File: config.mk
export PLATFORM = sky130hd
export DESIGN_NAME = signed_int64_alu_flat
export DESIGN_NICKNAME = d
export VERILOG_FILES = /design/src/rtl/sia_pkg.sv /design/src/rtl/sia_if.sv /design/src/rtl/sia_datapath.sv /design/src/rtl/signed_int64_alu.sv /design/src/flat_wrapper.sv
export SDC_FILE = /design/constraint.sdc
export NUM_CORES = 1
export LEC_CHECK = 0
export ABC_AREA = 1
export BUFFER_PORTS_ARGS = -buffer_cell sky130_fd_sc_hd__buf_4
export CAP_MARGIN = 20
export CORE_ASPECT_RATIO = 0.9
export CORE_MARGIN = 8
export CORE_UTILIZATION = 58
export DETAILED_ROUTE_END_ITERATION = 7
export PLACE_DENSITY = 0.78
export SYNTH_ARGS = -nofsm -noshare
export SYNTH_HDL_FRONTEND = slang
export SYNTH_SLANG_ARGS = --single-unit
File: constraint.sdc
create_clock -name clk_i -period 8.21 [get_ports clk_i]
set_input_delay 0.821 -clock clk_i [delete_from_list [all_inputs] [get_ports clk_i]]
set_output_delay 0.821 -clock clk_i [all_outputs]
set_load 0.02 [all_outputs]
File: src/rtl/sia_pkg.sv
// Package for the signed 64-bit ALU: operation codes, datapath commands and
// the command word that the sequencer hands to the datapath.
// No dependencies.
`default_nettype none

package sia_pkg;

  localparam int unsigned DataW = 64;
  localparam int unsigned CntW  = 6;

  typedef enum logic [2:0] {
    OP_ADD = 3'd0,
    OP_SUB = 3'd1,
    OP_NEG = 3'd2,
    OP_ABS = 3'd3,
    OP_CMP = 3'd4,
    OP_MUL = 3'd5,
    OP_DIV = 3'd6,
    OP_REM = 3'd7
  } op_e;

  typedef enum logic [3:0] {
    CMD_HOLD,
    CMD_LOAD,
    CMD_ADD,
    CMD_SUB,
    CMD_NEG,
    CMD_ABS,
    CMD_MAG_A,
    CMD_MAG_B,
    CMD_MUL,
    CMD_DIV,
    CMD_QFIX,
    CMD_RFIX
  } cmd_e;

  typedef struct packed {
    cmd_e kind;
    logic negate;
  } dp_cmd_t;

endpackage

`default_nettype wire

File: src/rtl/sia_if.sv
// Valid/ready channel interfaces for the operand word and the result word.
// No dependencies.
`default_nettype none

interface sia_req_if;
  logic        valid;
  logic        ready;
  logic [2:0]  op;
  logic [63:0] operand_a;
  logic [63:0] operand_b;

  modport source (output valid, op, operand_a, operand_b, input ready);
  modport sink   (input valid, op, operand_a, operand_b, output ready);
endinterface

interface sia_rsp_if;
  logic        valid;
  logic        ready;
  logic [63:0] result;
  logic        status;

  modport source (output valid, result, status, input ready);
  modport sink   (input valid, result, status, output ready);
endinterface

`default_nettype wire

File: src/rtl/sia_datapath.sv
// Shared 65-bit adder/subtractor with its operand and accumulator registers.
// Performs one add, subtract, shift-add or restoring-division step per cycle.
// Depends on sia_pkg.
`default_nettype none

module sia_datapath (
  input  wire logic              clk_i,
  input  wire sia_pkg::dp_cmd_t  cmd_i,
  input  wire logic [63:0]       a_i,
  input  wire logic [63:0]       b_i,
  output logic      [64:0]       acc_o
);
  import sia_pkg::*;

  logic [63:0] x_q, x_d;
  logic [63:0] y_q, y_d;
  logic [64:0] acc_q, acc_d;
  logic [64:0] add_x, add_y, sum;
  logic        add_sub;

  always_comb begin
    add_x   = '0;
    add_y   = '0;
    add_sub = 1'b0;
    case (cmd_i.kind)
      CMD_ADD: begin
        add_x = {x_q[63], x_q};
        add_y = {y_q[63], y_q};
      end
      CMD_SUB: begin
        add_x   = {x_q[63], x_q};
        add_y   = {y_q[63], y_q};
        add_sub = 1'b1;
      end
      CMD_NEG: begin
        add_y   = {x_q[63], x_q};
        add_sub = 1'b1;
      end
      CMD_ABS, CMD_MAG_A: begin
        add_y   = {x_q[63], x_q};
        add_sub = x_q[63];
      end
      CMD_MAG_B: begin
        add_y   = {y_q[63], y_q};
        add_sub = y_q[63];
      end
      CMD_MUL: begin
        add_x = {1'b0, acc_q[63:0]};
        add_y = y_q[0] ? {1'b0, x_q} : '0;
      end
      CMD_DIV: begin
        // Shift the next dividend bit into the partial remainder and try the divisor.
        add_x   = {acc_q[63:0], x_q[63]};
        add_y   = {1'b0, y_q};
        add_sub = 1'b1;
      end
      CMD_QFIX: begin
        add_y   = {1'b0, x_q};
        add_sub = cmd_i.negate;
      end
      CMD_RFIX: begin
        add_y   = {1'b0, acc_q[63:0]};
        add_sub = cmd_i.negate;
      end
      default: begin
        add_x = '0;
      end
    endcase
  end

  assign sum = add_x + (add_sub ? ~add_y : add_y) + {64'd0, add_sub};

  always_comb begin
    x_d   = x_q;
    y_d   = y_q;
    acc_d = acc_q;
    case (cmd_i.kind)
      CMD_LOAD: begin
        x_d   = a_i;
        y_d   = b_i;
        acc_d = '0;
      end
      CMD_ADD, CMD_SUB, CMD_NEG, CMD_ABS, CMD_QFIX, CMD_RFIX: begin
        acc_d = sum;
      end
      CMD_MAG_A: begin
        x_d = sum[63:0];
      end
      CMD_MAG_B: begin
        y_d = sum[63:0];
      end
      CMD_MUL: begin
        acc_d = {1'b0, sum[63:0]};
        x_d   = {x_q[62:0], 1'b0};
        y_d   = {1'b0, y_q[63:1]};
      end
      CMD_DIV: begin
        // The quotient bits fill x from the bottom as the dividend leaves at the top.
        if (!sum[64]) begin
          acc_d = sum;
          x_d   = {x_q[62:0], 1'b1};
        end else begin
          acc_d = {acc_q[63:0], x_q[63]};
          x_d   = {x_q[62:0], 1'b0};
        end
      end
      default: begin
        acc_d = acc_q;
      end
    endcase
  end

  always_ff @(posedge clk_i) begin
    x_q   <= x_d;
    y_q   <= y_d;
    acc_q <= acc_d;
  end

  assign acc_o = acc_q;

endmodule

`default_nettype wire

File: src/rtl/signed_int64_alu.sv
// Signed 64-bit ALU: add, subtract, negate, absolute value, compare, multiply,
// divide and remainder on one shared 65-bit adder. One word is taken at a time:
// add, subtract, negate, absolute value and compare pass through S_RUN,
// multiply through S_MUL (one shift-add per multiplier bit), divide and
// remainder through S_MAG_A and S_MAG_B (magnitudes), S_DIV (one restoring step
// per dividend bit) and S_FIX (sign fix-up); a zero divisor goes to S_DONE with
// status 1 and a result of zero. The result sits in its own output register,
// so the next word is accepted while an earlier result still waits to be taken.
// Depends on sia_pkg, sia_if and sia_datapath.
`default_nettype none

module signed_int64_alu (
  input  wire logic clk_i,
  input  wire logic rst_ni,
  sia_req_if.sink   req_i,
  sia_rsp_if.source rsp_o
);
  import sia_pkg::*;

  typedef enum logic [7:0] {
    S_IDLE  = 8'b0000_0001,
    S_RUN   = 8'b0000_0010,
    S_MAG_A = 8'b0000_0100,
    S_MAG_B = 8'b0000_1000,
    S_MUL   = 8'b0001_0000,
    S_DIV   = 8'b0010_0000,
    S_FIX   = 8'b0100_0000,
    S_DONE  = 8'b1000_0000
  } state_e;

  state_e          state_q, state_d;
  logic [CntW-1:0] cnt_q, cnt_d;
  op_e             op_q;
  logic            a_neg_q, b_neg_q, dz_q;
  logic            out_valid_q, out_valid_d;
  logic [63:0]     out_res_q;
  logic            out_status_q;

  dp_cmd_t         cmd;
  logic [64:0]     acc;
  logic [63:0]     fin_res;
  logic            accept, load_out;
  op_e             in_op;

  assign in_op  = op_e'(req_i.op);
  assign accept = req_i.valid && req_i.ready;
  assign req_i.ready = (state_q == S_IDLE);

  sia_datapath u_dp (
    .clk_i (clk_i),
    .cmd_i (cmd),
    .a_i   (req_i.operand_a),
    .b_i   (req_i.operand_b),
    .acc_o (acc)
  );

  always_comb begin
    state_d    = state_q;
    cnt_d      = cnt_q;
    cmd.kind   = CMD_HOLD;
    cmd.negate = 1'b0;
    case (state_q)
      S_IDLE: begin
        if (accept) begin
          cmd.kind = CMD_LOAD;
          cnt_d    = '0;
          if ((in_op == OP_DIV || in_op == OP_REM) && req_i.operand_b == '0) begin
            state_d = S_DONE;
          end else if (in_op == OP_MUL) begin
            state_d = S_MUL;
          end else if (in_op == OP_DIV || in_op == OP_REM) begin
            state_d = S_MAG_A;
          end else begin
            state_d = S_RUN;
          end
        end
      end
      S_RUN: begin
        case (op_q)
          OP_ADD:         cmd.kind = CMD_ADD;
          OP_SUB, OP_CMP: cmd.kind = CMD_SUB;
          OP_NEG:         cmd.kind = CMD_NEG;
          OP_ABS:         cmd.kind = CMD_ABS;
          default:        cmd.kind = CMD_HOLD;
        endcase
        state_d = S_DONE;
      end
      S_MAG_A: begin
        cmd.kind = CMD_MAG_A;
        state_d  = S_MAG_B;
      end
      S_MAG_B: begin
        cmd.kind = CMD_MAG_B;
        state_d  = S_DIV;
      end
      S_MUL: begin
        cmd.kind = CMD_MUL;
        cnt_d    = cnt_q + 1'b1;
        if (&cnt_q) begin
          state_d = S_DONE;
        end
      end
      S_DIV: begin
        cmd.kind = CMD_DIV;
        cnt_d    = cnt_q + 1'b1;
        if (&cnt_q) begin
          state_d = S_FIX;
        end
      end
      S_FIX: begin
        // The quotient takes the sign of a xor b, the remainder the sign of a.
        if (op_q == OP_DIV) begin
          cmd.kind   = CMD_QFIX;
          cmd.negate = a_neg_q ^ b_neg_q;
        end else begin
          cmd.kind   = CMD_RFIX;
          cmd.negate = a_neg_q;
        end
        state_d = S_DONE;
      end
      S_DONE: begin
        if (load_out) begin
          state_d = S_IDLE;
        end
      end
      default: begin
        state_d = S_IDLE;
      end
    endcase
  end

  assign load_out = (state_q == S_DONE) && (!out_valid_q || rsp_o.ready);

  always_comb begin
    if (dz_q) begin
      fin_res = '0;
    end else if (op_q == OP_CMP) begin
      if (acc[64]) begin
        fin_res = '1;
      end else if (acc == '0) begin
        fin_res = '0;
      end else begin
        fin_res = 64'd1;
      end
    end else begin
      fin_res = acc[63:0];
    end
  end

  always_comb begin
    out_valid_d = out_valid_q;
    if (rsp_o.ready) begin
      out_valid_d = 1'b0;
    end
    if (load_out) begin
      out_valid_d = 1'b1;
    end
  end

  always_ff @(posedge clk_i or negedge rst_ni) begin
    if (!rst_ni) begin
      state_q     <= S_IDLE;
      cnt_q       <= '0;
      out_valid_q <= 1'b0;
    end else begin
      state_q     <= state_d;
      cnt_q       <= cnt_d;
      out_valid_q <= out_valid_d;
    end
  end

  always_ff @(posedge clk_i) begin
    if (accept) begin
      op_q    <= in_op;
      a_neg_q <= req_i.operand_a[63];
      b_neg_q <= req_i.operand_b[63];
      dz_q    <= (in_op == OP_DIV || in_op == OP_REM) && req_i.operand_b == '0;
    end
    if (load_out) begin
      out_res_q    <= fin_res;
      out_status_q <= dz_q;
    end
  end

  assign rsp_o.valid  = out_valid_q;
  assign rsp_o.result = out_res_q;
  assign rsp_o.status = out_status_q;

endmodule

`default_nettype wire

File: src/flat_wrapper.sv
// flat-port wrapper written by rule: the top's interface ports become plain ports
module signed_int64_alu_flat import sia_pkg::*;
  (clk_i, rst_ni, req_i_valid, req_i_op, req_i_operand_a, req_i_operand_b, req_i_ready, rsp_o_valid, rsp_o_result, rsp_o_status, rsp_o_ready);
  sia_req_if req_i_i ();
  sia_rsp_if rsp_o_i ();
  input  wire logic clk_i;
  input  wire logic rst_ni;
  input wire logic [$bits(req_i_i.valid)-1:0] req_i_valid;
  input wire logic [$bits(req_i_i.op)-1:0] req_i_op;
  input wire logic [$bits(req_i_i.operand_a)-1:0] req_i_operand_a;
  input wire logic [$bits(req_i_i.operand_b)-1:0] req_i_operand_b;
  output wire logic [$bits(req_i_i.ready)-1:0] req_i_ready;
  output wire logic [$bits(rsp_o_i.valid)-1:0] rsp_o_valid;
  output wire logic [$bits(rsp_o_i.result)-1:0] rsp_o_result;
  output wire logic [$bits(rsp_o_i.status)-1:0] rsp_o_status;
  input wire logic [$bits(rsp_o_i.ready)-1:0] rsp_o_ready;
  assign req_i_i.valid = req_i_valid;
  assign req_i_i.op = req_i_op;
  assign req_i_i.operand_a = req_i_operand_a;
  assign req_i_i.operand_b = req_i_operand_b;
  assign req_i_ready = req_i_i.ready;
  assign rsp_o_valid = rsp_o_i.valid;
  assign rsp_o_result = rsp_o_i.result;
  assign rsp_o_status = rsp_o_i.status;
  assign rsp_o_i.ready = rsp_o_ready;
  signed_int64_alu u_core (.clk_i(clk_i), .rst_ni(rst_ni), .req_i(req_i_i), .rsp_o(rsp_o_i));
endmodule
==> metrics.txt <==
status finished clean; critical path required time 8.52 ns; Max VDD drop 0.235 mV; initial core utilization 58.7%; Total GRT Usage 35.2%; area of the die 41,700 um^2; R2R Path Start u_core.state_q[7]; Critical Path Sink Type flip-flop; min-delay worst type in -> async; Crit Reg-Reg Endpoint u_core.u_dp.acc_o[46]; root buf cell clkbuf_16; layout cell share with drive strength beyond 1 12.4%; first-pass GRT wire length 117 mm; number of routed nets with antenna violations 0; Worst-path clk slew 0.07 ns; gr ovfl total 0; crit path launch type flip-flop; dpl hpwl 54.3 mm; Synth area leaders edfxtp_1 39%, nand2_1 11%, a21oi_1 5.8%, o21ai_0 5.2%, inv_1 5.0%; R2R cell count 26; Final Power 6.59 mW; synth unique cells 56; I/O Buffers 201; Worst Path Max Fanout 33; Hold-fix buffers, CTS 0; Layout Skew 0.0325 ns; routed length per instance 24.0 um; Layout area overhead 13.8%; Pwr per Cell Area 282 nW/um^2; Async S/R FF share, synth 5.38%; Setup Fix Bufs, Post-CTS 0; Post-Syn Area 20,500 um^2; Slew @ Worst Pin 1.13 ns; Die Y 195 um; Core Rows 65; via count 21,100; total CTS buffers 29; Warnings, synthesis 0; Post-Layout Cell Count 3,220; die width 214 um; register area share after synthesis 40.4%; Max Cap Viol 0; Inserted Diodes 0; Final Hold Vio Count 0; max-slew violations 0; RSZ-0062 raised after global routing no; top-area cell type share of the netlist area 38.6%; initial antenna violation count 0; Avg Cell Area, Syn 7.91 um^2; CTS tree done; detailed-route DRC error count 0; dpl cells 3,166; min Tclk post-route 6.78 ns; Nets 2,928; fin crit share 82.6%; Setup CP Type reg -> reg; FF-to-FF setup slack 1.43 ns; synthesized net count 2,797; vias in the first global route 20,400; EDFF count, synth 264; # fillers 2,969; Main synth FF type edfxtp_1; CTS Sinks 279; H-tree depth 1; I/O pin total 202; Synth Instances 2,597; Total Routed Length 77.1 mm; Final Setup Violations 0; First DRT Iteration DRCs 3,137; crit path DAT 7.08 ns; clk_lat worst skew 0.60 ns; Worst slew margin 24.3%; largest net degree at the start of global routing 66; area leader, netlist edfxtp_1; Max clock buf depth 3; post-cts resize count 0; achievable clock frequency 148 MHz; synthesis-stage register bit count 279; setup tns final 0 ns; DRT Pass-1 Iters 6; Core Footprint 35,000 um^2; leak pwr 9.70 nW; Routability Congestion 1.00; drt via density 6.57
==> power by group <==
group,switching [mW],total (mW),internal (mW)
registers,0.329,2.47,2.14
logic,1.98,2.73,0.751
clock network,0.601,1.39,0.786
total,2.91,6.59,3.68
==> routing by layer <==
metal	wire, um	vias up	GRT usage, %	share of wire, %
li1	-	9447	-	-
met1	31600	9910	49.7	41
met2	32200	1583	52.1	42
met3	10600	205	9.11	14
met4	2690	0	11.9	3.5
met5	0	-	0	0
==> sequential cells by signal, indices dropped and copies added, names as in the netlist <==
name and flops:
u_core.u_dp.x_q 64, u_core.b_neg_q 1, u_core.state_q 8, u_core.a_neg_q 1, u_core.op_q 3, u_core.rsp_o.valid 1
u_core.rsp_o.result 64, u_core.dz_q 1, u_core.rsp_o.status 1, u_core.u_dp.y_q 64, u_core.u_dp.acc_o 65, u_core.cnt_q 6
==> how the worst max path moves through the flow <==
stage	cells past startpoint	end	from	slack, ns
after floorplan	28	u_core.u_dp.acc_o[50]	req_i_valid	3.59
after global placement	26	u_core.u_dp.acc_o[42]	u_core.state_q[7]	1.83
after detailed placement	25	u_core.u_dp.acc_o[40]	u_core.state_q[7]	1.67
after CTS	25	u_core.u_dp.acc_o[46]	u_core.state_q[7]	1.59
after global routing	26	u_core.u_dp.acc_o[46]	u_core.state_q[4]	1.11
final	26	u_core.u_dp.acc_o[46]	u_core.state_q[7]	1.43
==> synthesized netlist by cell type (16+ instances only) <==
cell / number
nand2_1: 618
inv_1: 274
edfxtp_1: 264
a21oi_1: 236
o21ai_0: 215
nor2_1: 133
o221ai_1: 104
clkbuf_1: 94
o211ai_1: 78
xnor2_1: 75
ha_1: 64
nand3_1: 63
a22oi_1: 46
xor2_1: 43
nor4_1: 34
o21ai_1: 27
nand4_1: 24
buf_1: 21
nor3_1: 18
o21a_1: 18
o22ai_1: 16
==> cells by family after synthesis <==
| kind of cell | Yosys count | share of synthesized area, % |
|---|---|---|
| and+or+nand+nor | 928 | 19.0 |
| AOI/OAI and AO/OA | 785 | 23.6 |
| buffers and inverters | 422 | 7.99 |
| DFF | 279 | 40.4 |
| xor gates and xnor gates | 118 | 5.03 |
| adders and majority gates | 65 | 4.00 |
==> layout make-up <==
cell class / count / area, um^2 / area share (%)
clock buffer: 38 / 842 / 3.60
inverter: 287 / 1080 / 4.61
timing repair buffer: 235 / 1780 / 7.60
sequential: 279 / 8300 / 35.5
multi-input combinational: 1896 / 10600 / 45.5
clock inverter: 16 / 145 / 0.621
tap: 469 / 587 / 2.51
==> through the flow <==
stage	hold slack (ns)	setup WS (ns)	utilization, %	instance area [um^2]
after CTS	0.0724	1.59	66.9	23400
after global routing	0.0902	1.11	66.9	23400
after floorplan	0.424	3.59	-	20500
final	0.0817	1.43	66.9	23400
after detailed placement	0.490	1.67	64.0	22400
after global placement	0.479	1.83	64.0	22400
==> layout by cell type, fill, tap and decap left out, types with 9 or more instances in the layout <==
cell	n
nand3_1	61
inv_2	12
dfrtp_1	14
clkbuf_16	31
a31oi_1	15
a21oi_1	236
nand2_2	10
nand4_1	24
inv_1	274
o21ai_1	27
edfxtp_1	264
a22oi_1	46
nor2_4	9
o211ai_1	78
o221ai_1	104
xnor2_1	75
o21ai_0	215
xor2_1	43
nor3_1	18
buf_4	234
o22ai_1	16
ha_1	64
o21a_1	18
nor2_1	130
nor4_1	34
nand2_1	613
==> critical path: stages, from the launching register on <==
cell      delay [ns]
dfrtp_1         0.40
nor2_2          0.18
nand2_2         0.12
nor2_2          0.72
nor2_1          0.11
nand3_1         0.19
nand3b_1        0.14
nand3_1         0.12
nor2_4          0.67
buf_4           0.59
xnor2_1         0.16
ha_1            0.42
a21oi_1         0.17
inv_1           0.07
a21oi_1         0.20
o21ai_0         0.17
a21oi_1         0.20
o311ai_0        0.15
a21oi_1         0.25
inv_1           0.07
nand2_1         0.08
nand2_2         0.34
inv_2           0.15
buf_4           0.42
nand2_1         0.12
o21ai_0         0.12
o22ai_1         0.09
Power figures use the tool's default switching activity.
